### config.mk
export PLATFORM = sky130hd
export DESIGN_NAME = rgb565_to_bmp24_stream_encoder_flat
export DESIGN_NICKNAME = d
export VERILOG_FILES = /design/src/rgbbmp_pkg.sv /design/src/rgbbmp_pix_if.sv /design/src/rgbbmp_byte_if.sv /design/src/rgbbmp_cfg_if.sv /design/src/rgb565_to_bmp24_stream_encoder.sv /design/src/flat_wrapper.sv
export VERILOG_INCLUDE_DIRS = /design/src /design/src/src
export SDC_FILE = /design/constraint.sdc
export NUM_CORES = 1
export LEC_CHECK = 0
export BUFFER_PORTS_ARGS = -buffer_cell sky130_fd_sc_hd__buf_2
export CELL_PAD_IN_SITES_DETAIL_PLACEMENT = 1
export CELL_PAD_IN_SITES_GLOBAL_PLACEMENT = 1
export CORE_ASPECT_RATIO = 1.75
export CORE_UTILIZATION = 40
export CTS_CLUSTER_DIAMETER = 200
export DETAILED_ROUTE_END_ITERATION = 6
export GPL_TIMING_DRIVEN = 0
export PLACE_DENSITY = 0.76
export SYNTH_ARGS = -nofsm -noshare
export SYNTH_HDL_FRONTEND = slang
export SYNTH_SLANG_ARGS = --single-unit
### constraint.sdc
create_clock -name clk_i -period 15.28 [get_ports clk_i]
set_clock_uncertainty 0.15 [all_clocks]
set_input_delay 0.764 -clock clk_i [delete_from_list [all_inputs] [get_ports clk_i]]
set_output_delay 0.764 -clock clk_i [all_outputs]
set_load 0.005 [all_outputs]
### src/assert_macros.svh
// Concurrent assertion helpers, clocked on clk_i, off while rst_ni is low.
`ifndef ASSERT_MACROS_SVH
`define ASSERT_MACROS_SVH

// Property must hold at every sampled edge.
`define RGBBMP_ASSERT(lbl, prop, msg) \
  lbl: assert property (@(posedge clk_i) disable iff (!rst_ni) (prop)) else $error(msg);

// Consequent must hold in the cycle after the antecedent.
`define RGBBMP_ASSERT_NEXT(lbl, ante, cons, msg) \
  lbl: assert property (@(posedge clk_i) disable iff (!rst_ni) (ante) |=> (cons)) \
    else $error(msg);

`endif

### src/rgbbmp_pkg.sv
package rgbbmp_pkg;

  localparam int unsigned DEF_MAX_WIDTH  = 2048;
  localparam int unsigned DEF_MAX_HEIGHT = 2048;

  localparam int unsigned PIX_W   = 16;
  localparam int unsigned DIM_W   = 12;
  localparam int unsigned DIM_MAX = (1 << DIM_W) - 1;
  localparam int unsigned ROW_W   = DIM_W + 2;      // 3*w + pad
  localparam int unsigned IMG_W   = ROW_W + DIM_W;  // row bytes * h
  localparam int unsigned IDX_W   = 6;

  localparam logic [11:0] RST_WIDTH  = 12'd32;
  localparam logic [11:0] RST_HEIGHT = 12'd24;

  localparam logic [IDX_W-1:0] HDR_BYTES = 6'd54;
  localparam logic [31:0] DIB_SIZE  = 32'd40;
  localparam logic [31:0] PLANES    = 32'd1;
  localparam logic [31:0] BPP       = 32'd24;
  localparam logic [31:0] PPM       = 32'd2835;
  localparam logic [31:0] MAGIC_BM  = 32'h0000_4D42;

  // header field offsets
  localparam logic [IDX_W-1:0] OFS_MAGIC = 6'd0;
  localparam logic [IDX_W-1:0] OFS_FSIZE = 6'd2;
  localparam logic [IDX_W-1:0] OFS_DATA  = 6'd10;
  localparam logic [IDX_W-1:0] OFS_DIB   = 6'd14;
  localparam logic [IDX_W-1:0] OFS_WIDTH = 6'd18;
  localparam logic [IDX_W-1:0] OFS_HGT   = 6'd22;
  localparam logic [IDX_W-1:0] OFS_PLN   = 6'd26;
  localparam logic [IDX_W-1:0] OFS_BPP   = 6'd28;
  localparam logic [IDX_W-1:0] OFS_ISIZE = 6'd34;
  localparam logic [IDX_W-1:0] OFS_XRES  = 6'd38;
  localparam logic [IDX_W-1:0] OFS_YRES  = 6'd42;

  // floor(v*255/31) and floor(v*255/63) as v * (255 * ceil(2^20/d)) >> 20
  localparam logic [28:0] EXP5_MUL = 29'd8625630;
  localparam logic [28:0] EXP6_MUL = 29'd4244475;

  typedef enum logic [0:0] {
    REG_WIDTH  = 1'b0,
    REG_HEIGHT = 1'b1
  } cfg_reg_e;

  function automatic logic [7:0] exp5(logic [4:0] v);
    logic [28:0] p;
    p = 29'(v) * EXP5_MUL;
    return p[27:20];
  endfunction

  function automatic logic [7:0] exp6(logic [5:0] v);
    logic [28:0] p;
    p = 29'(v) * EXP6_MUL;
    return p[27:20];
  endfunction

  function automatic logic [7:0] hdr_byte(logic [IDX_W-1:0] idx, logic [DIM_W-1:0] w,
                                          logic [DIM_W-1:0] h, logic [IMG_W-1:0] img);
    logic [31:0]      fld;
    logic [IDX_W-1:0] base;
    logic [IDX_W-1:0] ofs;
    logic [31:0]      fsize;
    fsize = 32'(img) + 32'(HDR_BYTES);
    fld   = '0;
    base  = idx;
    case (idx) inside
      [OFS_MAGIC : OFS_MAGIC + 6'd1]: begin fld = MAGIC_BM;      base = OFS_MAGIC; end
      [OFS_FSIZE : OFS_FSIZE + 6'd3]: begin fld = fsize;         base = OFS_FSIZE; end
      [OFS_DATA  : OFS_DATA  + 6'd3]: begin fld = 32'(HDR_BYTES); base = OFS_DATA; end
      [OFS_DIB   : OFS_DIB   + 6'd3]: begin fld = DIB_SIZE;      base = OFS_DIB;   end
      [OFS_WIDTH : OFS_WIDTH + 6'd3]: begin fld = 32'(w);        base = OFS_WIDTH; end
      [OFS_HGT   : OFS_HGT   + 6'd3]: begin fld = 32'(h);        base = OFS_HGT;   end
      [OFS_PLN   : OFS_PLN   + 6'd1]: begin fld = PLANES;        base = OFS_PLN;   end
      [OFS_BPP   : OFS_BPP   + 6'd1]: begin fld = BPP;           base = OFS_BPP;   end
      [OFS_ISIZE : OFS_ISIZE + 6'd3]: begin fld = 32'(img);      base = OFS_ISIZE; end
      [OFS_XRES  : OFS_XRES  + 6'd3]: begin fld = PPM;           base = OFS_XRES;  end
      [OFS_YRES  : OFS_YRES  + 6'd3]: begin fld = PPM;           base = OFS_YRES;  end
      default: begin fld = '0; base = idx; end
    endcase
    ofs = idx - base;
    return 8'(fld >> {ofs[1:0], 3'b000});
  endfunction

endpackage

### src/rgbbmp_pix_if.sv
interface rgbbmp_pix_if import rgbbmp_pkg::*; ();
  logic             valid;
  logic             ready;
  logic [PIX_W-1:0] pixel_rgb565;

  modport source (output valid, output pixel_rgb565, input ready);
  modport sink   (input valid, input pixel_rgb565, output ready);
endinterface

### src/rgbbmp_byte_if.sv
interface rgbbmp_byte_if;
  logic       valid;
  logic       ready;
  logic [7:0] out_byte;
  logic       last_of_run;
  logic       frame_done;

  modport source (output valid, output out_byte, output last_of_run, output frame_done,
                  input ready);
  modport sink   (input valid, input out_byte, input last_of_run, input frame_done,
                  output ready);
endinterface

### src/rgbbmp_cfg_if.sv
interface rgbbmp_cfg_if import rgbbmp_pkg::*; ();
  logic             valid;
  logic             ready;
  cfg_reg_e         index;
  logic [DIM_W-1:0] data;

  modport source (output valid, output index, output data, input ready);
  modport sink   (input valid, input index, input data, output ready);
endinterface

### src/rgb565_to_bmp24_stream_encoder.sv
// RGB565 pixel stream in, 24-bit BMP file byte stream out.
// pix_i   : one RGB565 pixel per transaction, rows bottom row first, left to right.
// bytes_o : one file byte per transaction; last_of_run marks the final byte caused
//           by a pixel, frame_done the final byte of the file.
// cfg_i   : register writes (index 0 width, 1 height); always ready, write only
//           while the stream is idle. 0 reads as 1, large values clamp to the maximum.
// The first pixel of a frame yields the 54-byte header, then B, G, R; the last
// pixel of a row adds 0..3 zero pad bytes.
// An accepted pixel is registered in pix_q and then loaded into the output sequencer.
// Throughput: one byte per cycle from the single output sequencer while bytes_o.ready
// is high; a pixel gives 3 bytes (plus 54 for the header and up to 3 for padding); a
// pixel held in the input register is loaded on the same edge that takes the previous
// pixel's last byte, so there is no gap between pixels.
// Reset: width 32, height 24, counters clear, next pixel starts a new file.
// Stall: while bytes_o.ready is low the current byte holds; one further pixel
// is taken into the input register, then pix_i.ready drops.
module rgb565_to_bmp24_stream_encoder import rgbbmp_pkg::*; #(
  parameter int unsigned MAX_WIDTH  = DEF_MAX_WIDTH,
  parameter int unsigned MAX_HEIGHT = DEF_MAX_HEIGHT
) (
  input  logic                 clk_i,
  input  logic                 rst_ni,
  rgbbmp_pix_if.sink           pix_i,
  rgbbmp_byte_if.source        bytes_o,
  rgbbmp_cfg_if.sink           cfg_i
);

  `include "assert_macros.svh"

  localparam int unsigned MAXW_V = (MAX_WIDTH  > DIM_MAX) ? DIM_MAX : MAX_WIDTH;
  localparam int unsigned MAXH_V = (MAX_HEIGHT > DIM_MAX) ? DIM_MAX : MAX_HEIGHT;
  localparam int unsigned COL_W  = $clog2(MAXW_V + 1);
  localparam int unsigned ROW_CW = $clog2(MAXH_V + 1);
  localparam logic [DIM_W-1:0] MAXW_C = DIM_W'(MAXW_V);
  localparam logic [DIM_W-1:0] MAXH_C = DIM_W'(MAXH_V);

  localparam logic [1:0] PH_HDR = 2'd0;
  localparam logic [1:0] PH_PIX = 2'd1;
  localparam logic [1:0] PH_PAD = 2'd2;

  localparam logic [IDX_W-1:0] PIX_LAST = 6'd2;

  // configuration, stored already clamped
  logic [DIM_W-1:0] w_q, h_q, cfg_clamp;
  logic [ROW_W-1:0] row_bytes_q;
  logic [IMG_W-1:0] img_q;

  // input register
  logic             pix_vld_q;
  logic [PIX_W-1:0] pix_q;

  // output sequencer
  logic             busy_q;
  logic [1:0]       ph_q, ph_d;
  logic [IDX_W-1:0] idx_q, idx_d;
  logic [1:0]       pad_q;
  logic             fend_q;
  logic [7:0]       b_q, g_q, r_q;

  // frame position
  logic [COL_W-1:0]  col_q;
  logic [ROW_CW-1:0] row_q;
  logic              hp_q;

  logic             out_take, last, load;
  logic [DIM_W:0]   col_nx, row_nx;
  logic             row_end, frame_end;
  logic [7:0]       byte_mux;

  // config write path
  always_comb begin
    cfg_clamp = cfg_i.data;
    if (cfg_i.index == REG_WIDTH) begin
      if (cfg_i.data == '0) cfg_clamp = DIM_W'(1);
      else if (cfg_i.data > MAXW_C) cfg_clamp = MAXW_C;
    end else begin
      if (cfg_i.data == '0) cfg_clamp = DIM_W'(1);
      else if (cfg_i.data > MAXH_C) cfg_clamp = MAXH_C;
    end
  end

  assign cfg_i.ready = 1'b1;

  always_ff @(posedge clk_i or negedge rst_ni) begin
    if (!rst_ni) begin
      w_q <= RST_WIDTH;
      h_q <= RST_HEIGHT;
    end else if (cfg_i.valid) begin
      case (cfg_i.index)
        REG_WIDTH:  w_q <= cfg_clamp;
        REG_HEIGHT: h_q <= cfg_clamp;
        default:    w_q <= w_q;
      endcase
    end
  end

  // image size, two stages behind w_q (row_bytes_q, img_q); img_q takes h_q directly
  always_ff @(posedge clk_i) begin
    row_bytes_q <= ({2'b00, w_q} << 1) + ROW_W'(w_q) + ROW_W'(w_q[1:0]);
    img_q       <= IMG_W'(row_bytes_q) * IMG_W'(h_q);
  end

  // sequencer control
  assign out_take = busy_q && bytes_o.ready;
  assign last     = ((ph_q == PH_PIX) && (idx_q == PIX_LAST) && (pad_q == 2'd0)) ||
                    ((ph_q == PH_PAD) && (idx_q[1:0] == pad_q - 2'd1));
  assign load     = pix_vld_q && (!busy_q || (out_take && last));

  assign pix_i.ready = !pix_vld_q || load;

  assign col_nx    = (DIM_W + 1)'(col_q) + 1'b1;
  assign row_nx    = (DIM_W + 1)'(row_q) + 1'b1;
  assign row_end   = col_nx >= {1'b0, w_q};
  assign frame_end = row_end && (row_nx >= {1'b0, h_q});

  always_comb begin
    ph_d  = ph_q;
    idx_d = idx_q + 1'b1;
    case (ph_q)
      PH_HDR: begin
        if (idx_q == HDR_BYTES - 1'b1) begin
          ph_d  = PH_PIX;
          idx_d = '0;
        end
      end
      PH_PIX: begin
        if (idx_q == PIX_LAST) begin
          ph_d  = PH_PAD;
          idx_d = '0;
        end
      end
      default: ph_d = PH_PAD;
    endcase
  end

  always_ff @(posedge clk_i or negedge rst_ni) begin
    if (!rst_ni) begin
      pix_vld_q <= 1'b0;
      busy_q    <= 1'b0;
      ph_q      <= PH_HDR;
      idx_q     <= '0;
      col_q     <= '0;
      row_q     <= '0;
      hp_q      <= 1'b1;
    end else begin
      if (pix_i.valid && pix_i.ready) pix_vld_q <= 1'b1;
      else if (load)                  pix_vld_q <= 1'b0;

      if (load) begin
        busy_q <= 1'b1;
        ph_q   <= hp_q ? PH_HDR : PH_PIX;
        idx_q  <= '0;
        hp_q   <= frame_end;
        if (frame_end) begin
          col_q <= '0;
          row_q <= '0;
        end else if (row_end) begin
          col_q <= '0;
          row_q <= ROW_CW'(row_nx);
        end else begin
          col_q <= COL_W'(col_nx);
        end
      end else if (out_take) begin
        if (last) begin
          busy_q <= 1'b0;
        end else begin
          ph_q  <= ph_d;
          idx_q <= idx_d;
        end
      end
    end
  end

  always_ff @(posedge clk_i) begin
    if (pix_i.valid && pix_i.ready) pix_q <= pix_i.pixel_rgb565;
    if (load) begin
      b_q    <= exp5(pix_q[4:0]);
      g_q    <= exp6(pix_q[10:5]);
      r_q    <= exp5(pix_q[15:11]);
      pad_q  <= row_end ? w_q[1:0] : 2'd0;
      fend_q <= frame_end;
    end
  end

  // output byte select
  always_comb begin
    case (ph_q)
      PH_HDR: byte_mux = hdr_byte(idx_q, w_q, h_q, img_q);
      PH_PIX: begin
        if (idx_q == '0)           byte_mux = b_q;
        else if (idx_q == 6'd1)    byte_mux = g_q;
        else                       byte_mux = r_q;
      end
      default: byte_mux = 8'h00;
    endcase
  end

  assign bytes_o.valid       = busy_q;
  assign bytes_o.out_byte    = byte_mux;
  assign bytes_o.last_of_run = last;
  assign bytes_o.frame_done  = last && fend_q;

  `RGBBMP_ASSERT(a_done_is_last, !(busy_q && fend_q && last) || bytes_o.last_of_run,
                 "frame_done without last_of_run")
  `RGBBMP_ASSERT(a_pad_nonzero, !(busy_q && ph_q == PH_PAD) || (pad_q != 2'd0),
                 "pad phase with zero pad count")
  `RGBBMP_ASSERT_NEXT(a_drain_idle, out_take && last && !pix_vld_q, !busy_q,
                      "sequencer busy after last byte with no pixel held")
  `RGBBMP_ASSERT_NEXT(a_hdr_after_frame, load && frame_end, hp_q && col_q == '0,
                      "header not rearmed at end of frame")

endmodule
### src/flat_wrapper.sv
// flat-port wrapper written by rule: the top's interface ports become plain ports
module rgb565_to_bmp24_stream_encoder_flat import rgbbmp_pkg::*;
#(
  parameter int unsigned MAX_WIDTH  = DEF_MAX_WIDTH,
  parameter int unsigned MAX_HEIGHT = DEF_MAX_HEIGHT
)
  (clk_i, rst_ni, pix_i_valid, pix_i_pixel_rgb565, pix_i_ready, bytes_o_valid, bytes_o_out_byte, bytes_o_last_of_run, bytes_o_frame_done, bytes_o_ready, cfg_i_valid, cfg_i_index, cfg_i_data, cfg_i_ready);
  rgbbmp_pix_if pix_i_i ();
  rgbbmp_byte_if bytes_o_i ();
  rgbbmp_cfg_if cfg_i_i ();
  input  logic clk_i;
  input  logic rst_ni;
  input wire logic [$bits(pix_i_i.valid)-1:0] pix_i_valid;
  input wire logic [$bits(pix_i_i.pixel_rgb565)-1:0] pix_i_pixel_rgb565;
  output wire logic [$bits(pix_i_i.ready)-1:0] pix_i_ready;
  output wire logic [$bits(bytes_o_i.valid)-1:0] bytes_o_valid;
  output wire logic [$bits(bytes_o_i.out_byte)-1:0] bytes_o_out_byte;
  output wire logic [$bits(bytes_o_i.last_of_run)-1:0] bytes_o_last_of_run;
  output wire logic [$bits(bytes_o_i.frame_done)-1:0] bytes_o_frame_done;
  input wire logic [$bits(bytes_o_i.ready)-1:0] bytes_o_ready;
  input wire logic [$bits(cfg_i_i.valid)-1:0] cfg_i_valid;
  input wire logic [$bits(cfg_i_i.index)-1:0] cfg_i_index;
  input wire logic [$bits(cfg_i_i.data)-1:0] cfg_i_data;
  output wire logic [$bits(cfg_i_i.ready)-1:0] cfg_i_ready;
  assign pix_i_i.valid = pix_i_valid;
  assign pix_i_i.pixel_rgb565 = pix_i_pixel_rgb565;
  assign pix_i_ready = pix_i_i.ready;
  assign bytes_o_valid = bytes_o_i.valid;
  assign bytes_o_out_byte = bytes_o_i.out_byte;
  assign bytes_o_last_of_run = bytes_o_i.last_of_run;
  assign bytes_o_frame_done = bytes_o_i.frame_done;
  assign bytes_o_i.ready = bytes_o_ready;
  assign cfg_i_i.valid = cfg_i_valid;
  assign cfg_i_i.index = cfg_i_index;
  assign cfg_i_i.data = cfg_i_data;
  assign cfg_i_ready = cfg_i_i.ready;
  rgb565_to_bmp24_stream_encoder #(.MAX_WIDTH(MAX_WIDTH), .MAX_HEIGHT(MAX_HEIGHT)) u_core (.clk_i(clk_i), .rst_ni(rst_ni), .pix_i(pix_i_i), .bytes_o(bytes_o_i), .cfg_i(cfg_i_i));
endmodule
==> key figures <==
Outcome
  • Status: finished clean

Critical path
  • Critical path, cell by cell: clkbuf_1 -> and2_1 -> fa_1 -> fa_1 -> fa_1 -> fa_1 -> inv_1 -> fa_1 -> inv_1 -> ha_1 -> a21o_1 -> a21oi_1 -> nand2_1 -> a311o_1 -> a31o_2 -> a21oi_1 -> xnor2_1
  • Startpoint Class: flip-flop
  • Crit path buf inv count: 3
  • Slowest cell on crit path: dfrtp_1
  • Arr. time, crit path: 6760 ps
  • Slowest Stage Delay on Critical Path: 670 ps
  • Crit. End Element: flip-flop
  • Most used cell, CP: fa_1
  • Critical path type: flip-flop to flip-flop
  • Cell family with most CP delay: adder cells
  • Worst Path Required: 15,510 ps
  • Crit-path max FO: 10

Placement
  • Dpl cell area: approximately 0.017 sq mm
  • Placed insts: ~2,300
  • DP Wirelength: between 30,000 and 40,000 um
  • Port bufs: 45
  • Final GP Congestion: roughly 0.95
  • Setup WS pre-CTS: about 9000 ps

Global routing
  • First-pass GRT wire length: between 70,000 and 80,000 um
  • Initial antenna violation count: 0
  • Total GRT Usage: 0.248
  • GRT overflow: 0
  • Largest net degree at the start of global routing: 60
  • Vias in the first global route: roughly 15,000

STA
  • Fin crit share: 0.427
  • Post-route minimum period: 6530 ps
  • Fin worst setup slack: 8750 ps
  • Final Hold Violating Endpoints: 0
  • Max-slew violations: 0
  • Hold_ws: ~230 ps
  • Slew Limit Headroom: 0.176
  • Actual slew at the worst max-slew pin: between 1000 and 1500 ps
  • Finish-stage setup viols: 0
  • Max Clk Rate: between 150 and 200 MHz
  • Setup_tns: 0 ps
  • RSZ-0062 raised after global routing: no

Detailed routing
  • Routed len/inst: approximately 20 um
  • DRC violations left: 0
  • DR pass1 iterations: 5
  • Vias/cell: about 5.5
  • Initial drt markers: around 480
  • Via count: 13,100
  • Post-DRT Antenna Nets: 0
  • Routed wire length: between 40,000 and 50,000 um

Synth
  • Compound-Gate Fraction of Synth Area: 0.130
  • Leading cell type by number of instances after synthesis: inv_1
  • Post-synthesis adder-cell area fraction: 0.361
  • Asr flop ratio synth: 0.428
  • Synth Cell Area: 0.0162 sq mm
  • Xor/xnor cell area share of the yosys netlist: 0.0491
  • Cells after Synth: 1,783
  • Top cells by area, synth: fa_1 19%, ha_1 18%, dfrtp_1 8.5%
  • Avg Synthesized Cell Area: a little over 9 sq um
  • Seq cells post-synth: approximately 140
  • Top cells by count, synth: 285 x inv_1, 227 x ha_1, 188 x nand2_1, 151 x fa_1, 88 x o21ai_0
  • Top FF cell, synth: dfrtp_1
  • Biggest area consumer among synthesized cells: fa_1
  • Simple-gate share of the synthesized area: 0.155
  • Post-synth EDFFs: 43
  • Multiplexer share of the synthesized area: 0.00787
  • Yosys warnings: 0
  • Main combinational cell family by area after synthesis: adder cells
  • Distinct cells, synth: a little under 80
  • Mapped Nets: around 2,200
  • Synth top area share: 0.186
  • Register area share after synthesis: 0.215

Pwr
  • VDD IR max: approximately 0.11 mV
  • Pwr dens: about 130 mW/mm^2
  • Total power: 2.35 mW
  • Pleak: 8.56 nW

CTS
  • Clock Sinks: approximately 140
  • H-tree depth: 4
  • Root Driver: clkbuf_16
  • CTS tree: done
  • TritonCTS buffer count: 17
  • Setup bufs post-CTS: 0
  • Maximum root-to-sink buffer count: 2
  • Clk_lat worst skew: between 400 and 500 ps
  • Post-CTS sizing: 0
  • Cts hold-fix bufs: 0
  • Clock transition at path regs: ~70 ps

Finish
  • Final core utilization: 0.441
  • Final instance area: 0.0177 sq mm
  • ANT cells: 0
  • Share of layout cells above drive strength 1: 0.0651
  • Layout area overhead: 8.90%
  • Final net count: 2,259
  • Non-filler cells, final: ~2,400

Floorplan
  • Die Ht: 268 um
  • Die area: 0.0414 sq mm
  • Row count: between 90 and 100
  • Die Width: approximately 150 um
  • Io pins: 47
  • Core ar.: about 0.040 sq mm
  • Starting Density: 0.405

Job
  • Max-Cap Viols: 0

Hold path
  • HP Class: input pin to asynchronous set/reset pin
kinds of logic (layout without fill, tap and decap cells):
family          Yosys count  count (layout)
flops                   138             138
buf+inv                 347             424
mux                      12              12
compound gates          311             311
simple gates            505             505
xor+xnor                 91              91
fa+ha+maj               378             378
other cells               1               1
power breakdown:
group	internal, mW	leakage [nW]	switching (mW)	total, mW
clock	0.242	0.293	0.181	0.422
sequential	0.440	1.45	0.0785	0.518
combinational	0.531	6.82	0.881	1.41
final cells by class:
cell class                      instances  area (sq um)
Timing Repair Buffer                   45           228
Inverter                              286          1070
Sequential cell                       138          3490
Fill cell                            4733         22400
Clock inverter                         13           133
Buffer                                 61           251
Clock buffer                           19           464
Multi-Input combinational cell       1298         11400
Tap cell                              495           619
layout by cell type, fill, tap and decap left out, drive strengths merged, types with 13 or more instances in the layout:
master,netlist,final
inv,285,290
ha,227,227
nand2,188,188
fa,151,151
o21ai,89,89
clkbuf,49,68
and2,66,66
xnor2,66,66
nand3,62,62
nor2,61,61
buf,12,57
dfrtp,55,55
a21oi,46,46
edfxtp,43,43
dfxtp,36,36
a21o,26,26
xor2,25,25
nand2b,24,24
o211ai,22,22
nor3,22,22
nand4,19,19
a22o,13,13
final timing paths:
path / startpoint / to / slack [ps] / cells after the start
max reg2reg: u_core.h_q[9]$_DFFE_PN0P_ / u_core.img_q[25]$_DFF_P_ / 8750 / 17
min: rst_ni / u_core.row_q[11]$_DFFE_PN0P_ / 230 / 1
min in group clk_i: pix_i_pixel_rgb565[7] / u_core.pix_q[7]$_DFFE_PP_ / 330 / 1
min reg2reg: u_core.row_bytes_q[2]$_DFF_P_ / u_core.img_q[2]$_DFF_P_ / 350 / 1
max in group asynchronous: rst_ni / u_core.idx_q[1]$_DFFE_PN0P_ / 14220 / 1
max: u_core.h_q[9]$_DFFE_PN0P_ / u_core.img_q[25]$_DFF_P_ / 8750 / 17
routing by layer:
| metal | vias up | track usage | routed length [um] |
|---|---|---|---|
| li1 | 6114 | - | - |
| met1 | 6587 | 0.230 | 16600 |
| met2 | 227 | 0.498 | 27300 |
| met3 | 140 | 0.0298 | 1010 |
| met4 | 0 | 0.168 | 3200 |
| met5 | - | 0 | 0 |
registers in the layout, summed over array words and instances, names as in the netlist, 2 cells and up:
signal,flops
u_core.h_q,12
u_core.r_q,8
u_core.g_q,8
u_core.ph_q,2
u_core.b_q,8
u_core.row_q,12
u_core.row_bytes_q,12
u_core.img_q,24
u_core.pad_q,2
u_core.idx_q,6
u_core.pix_q,16
u_core.w_q,12
u_core.col_q,12
(Power assumes the default switching activity.)
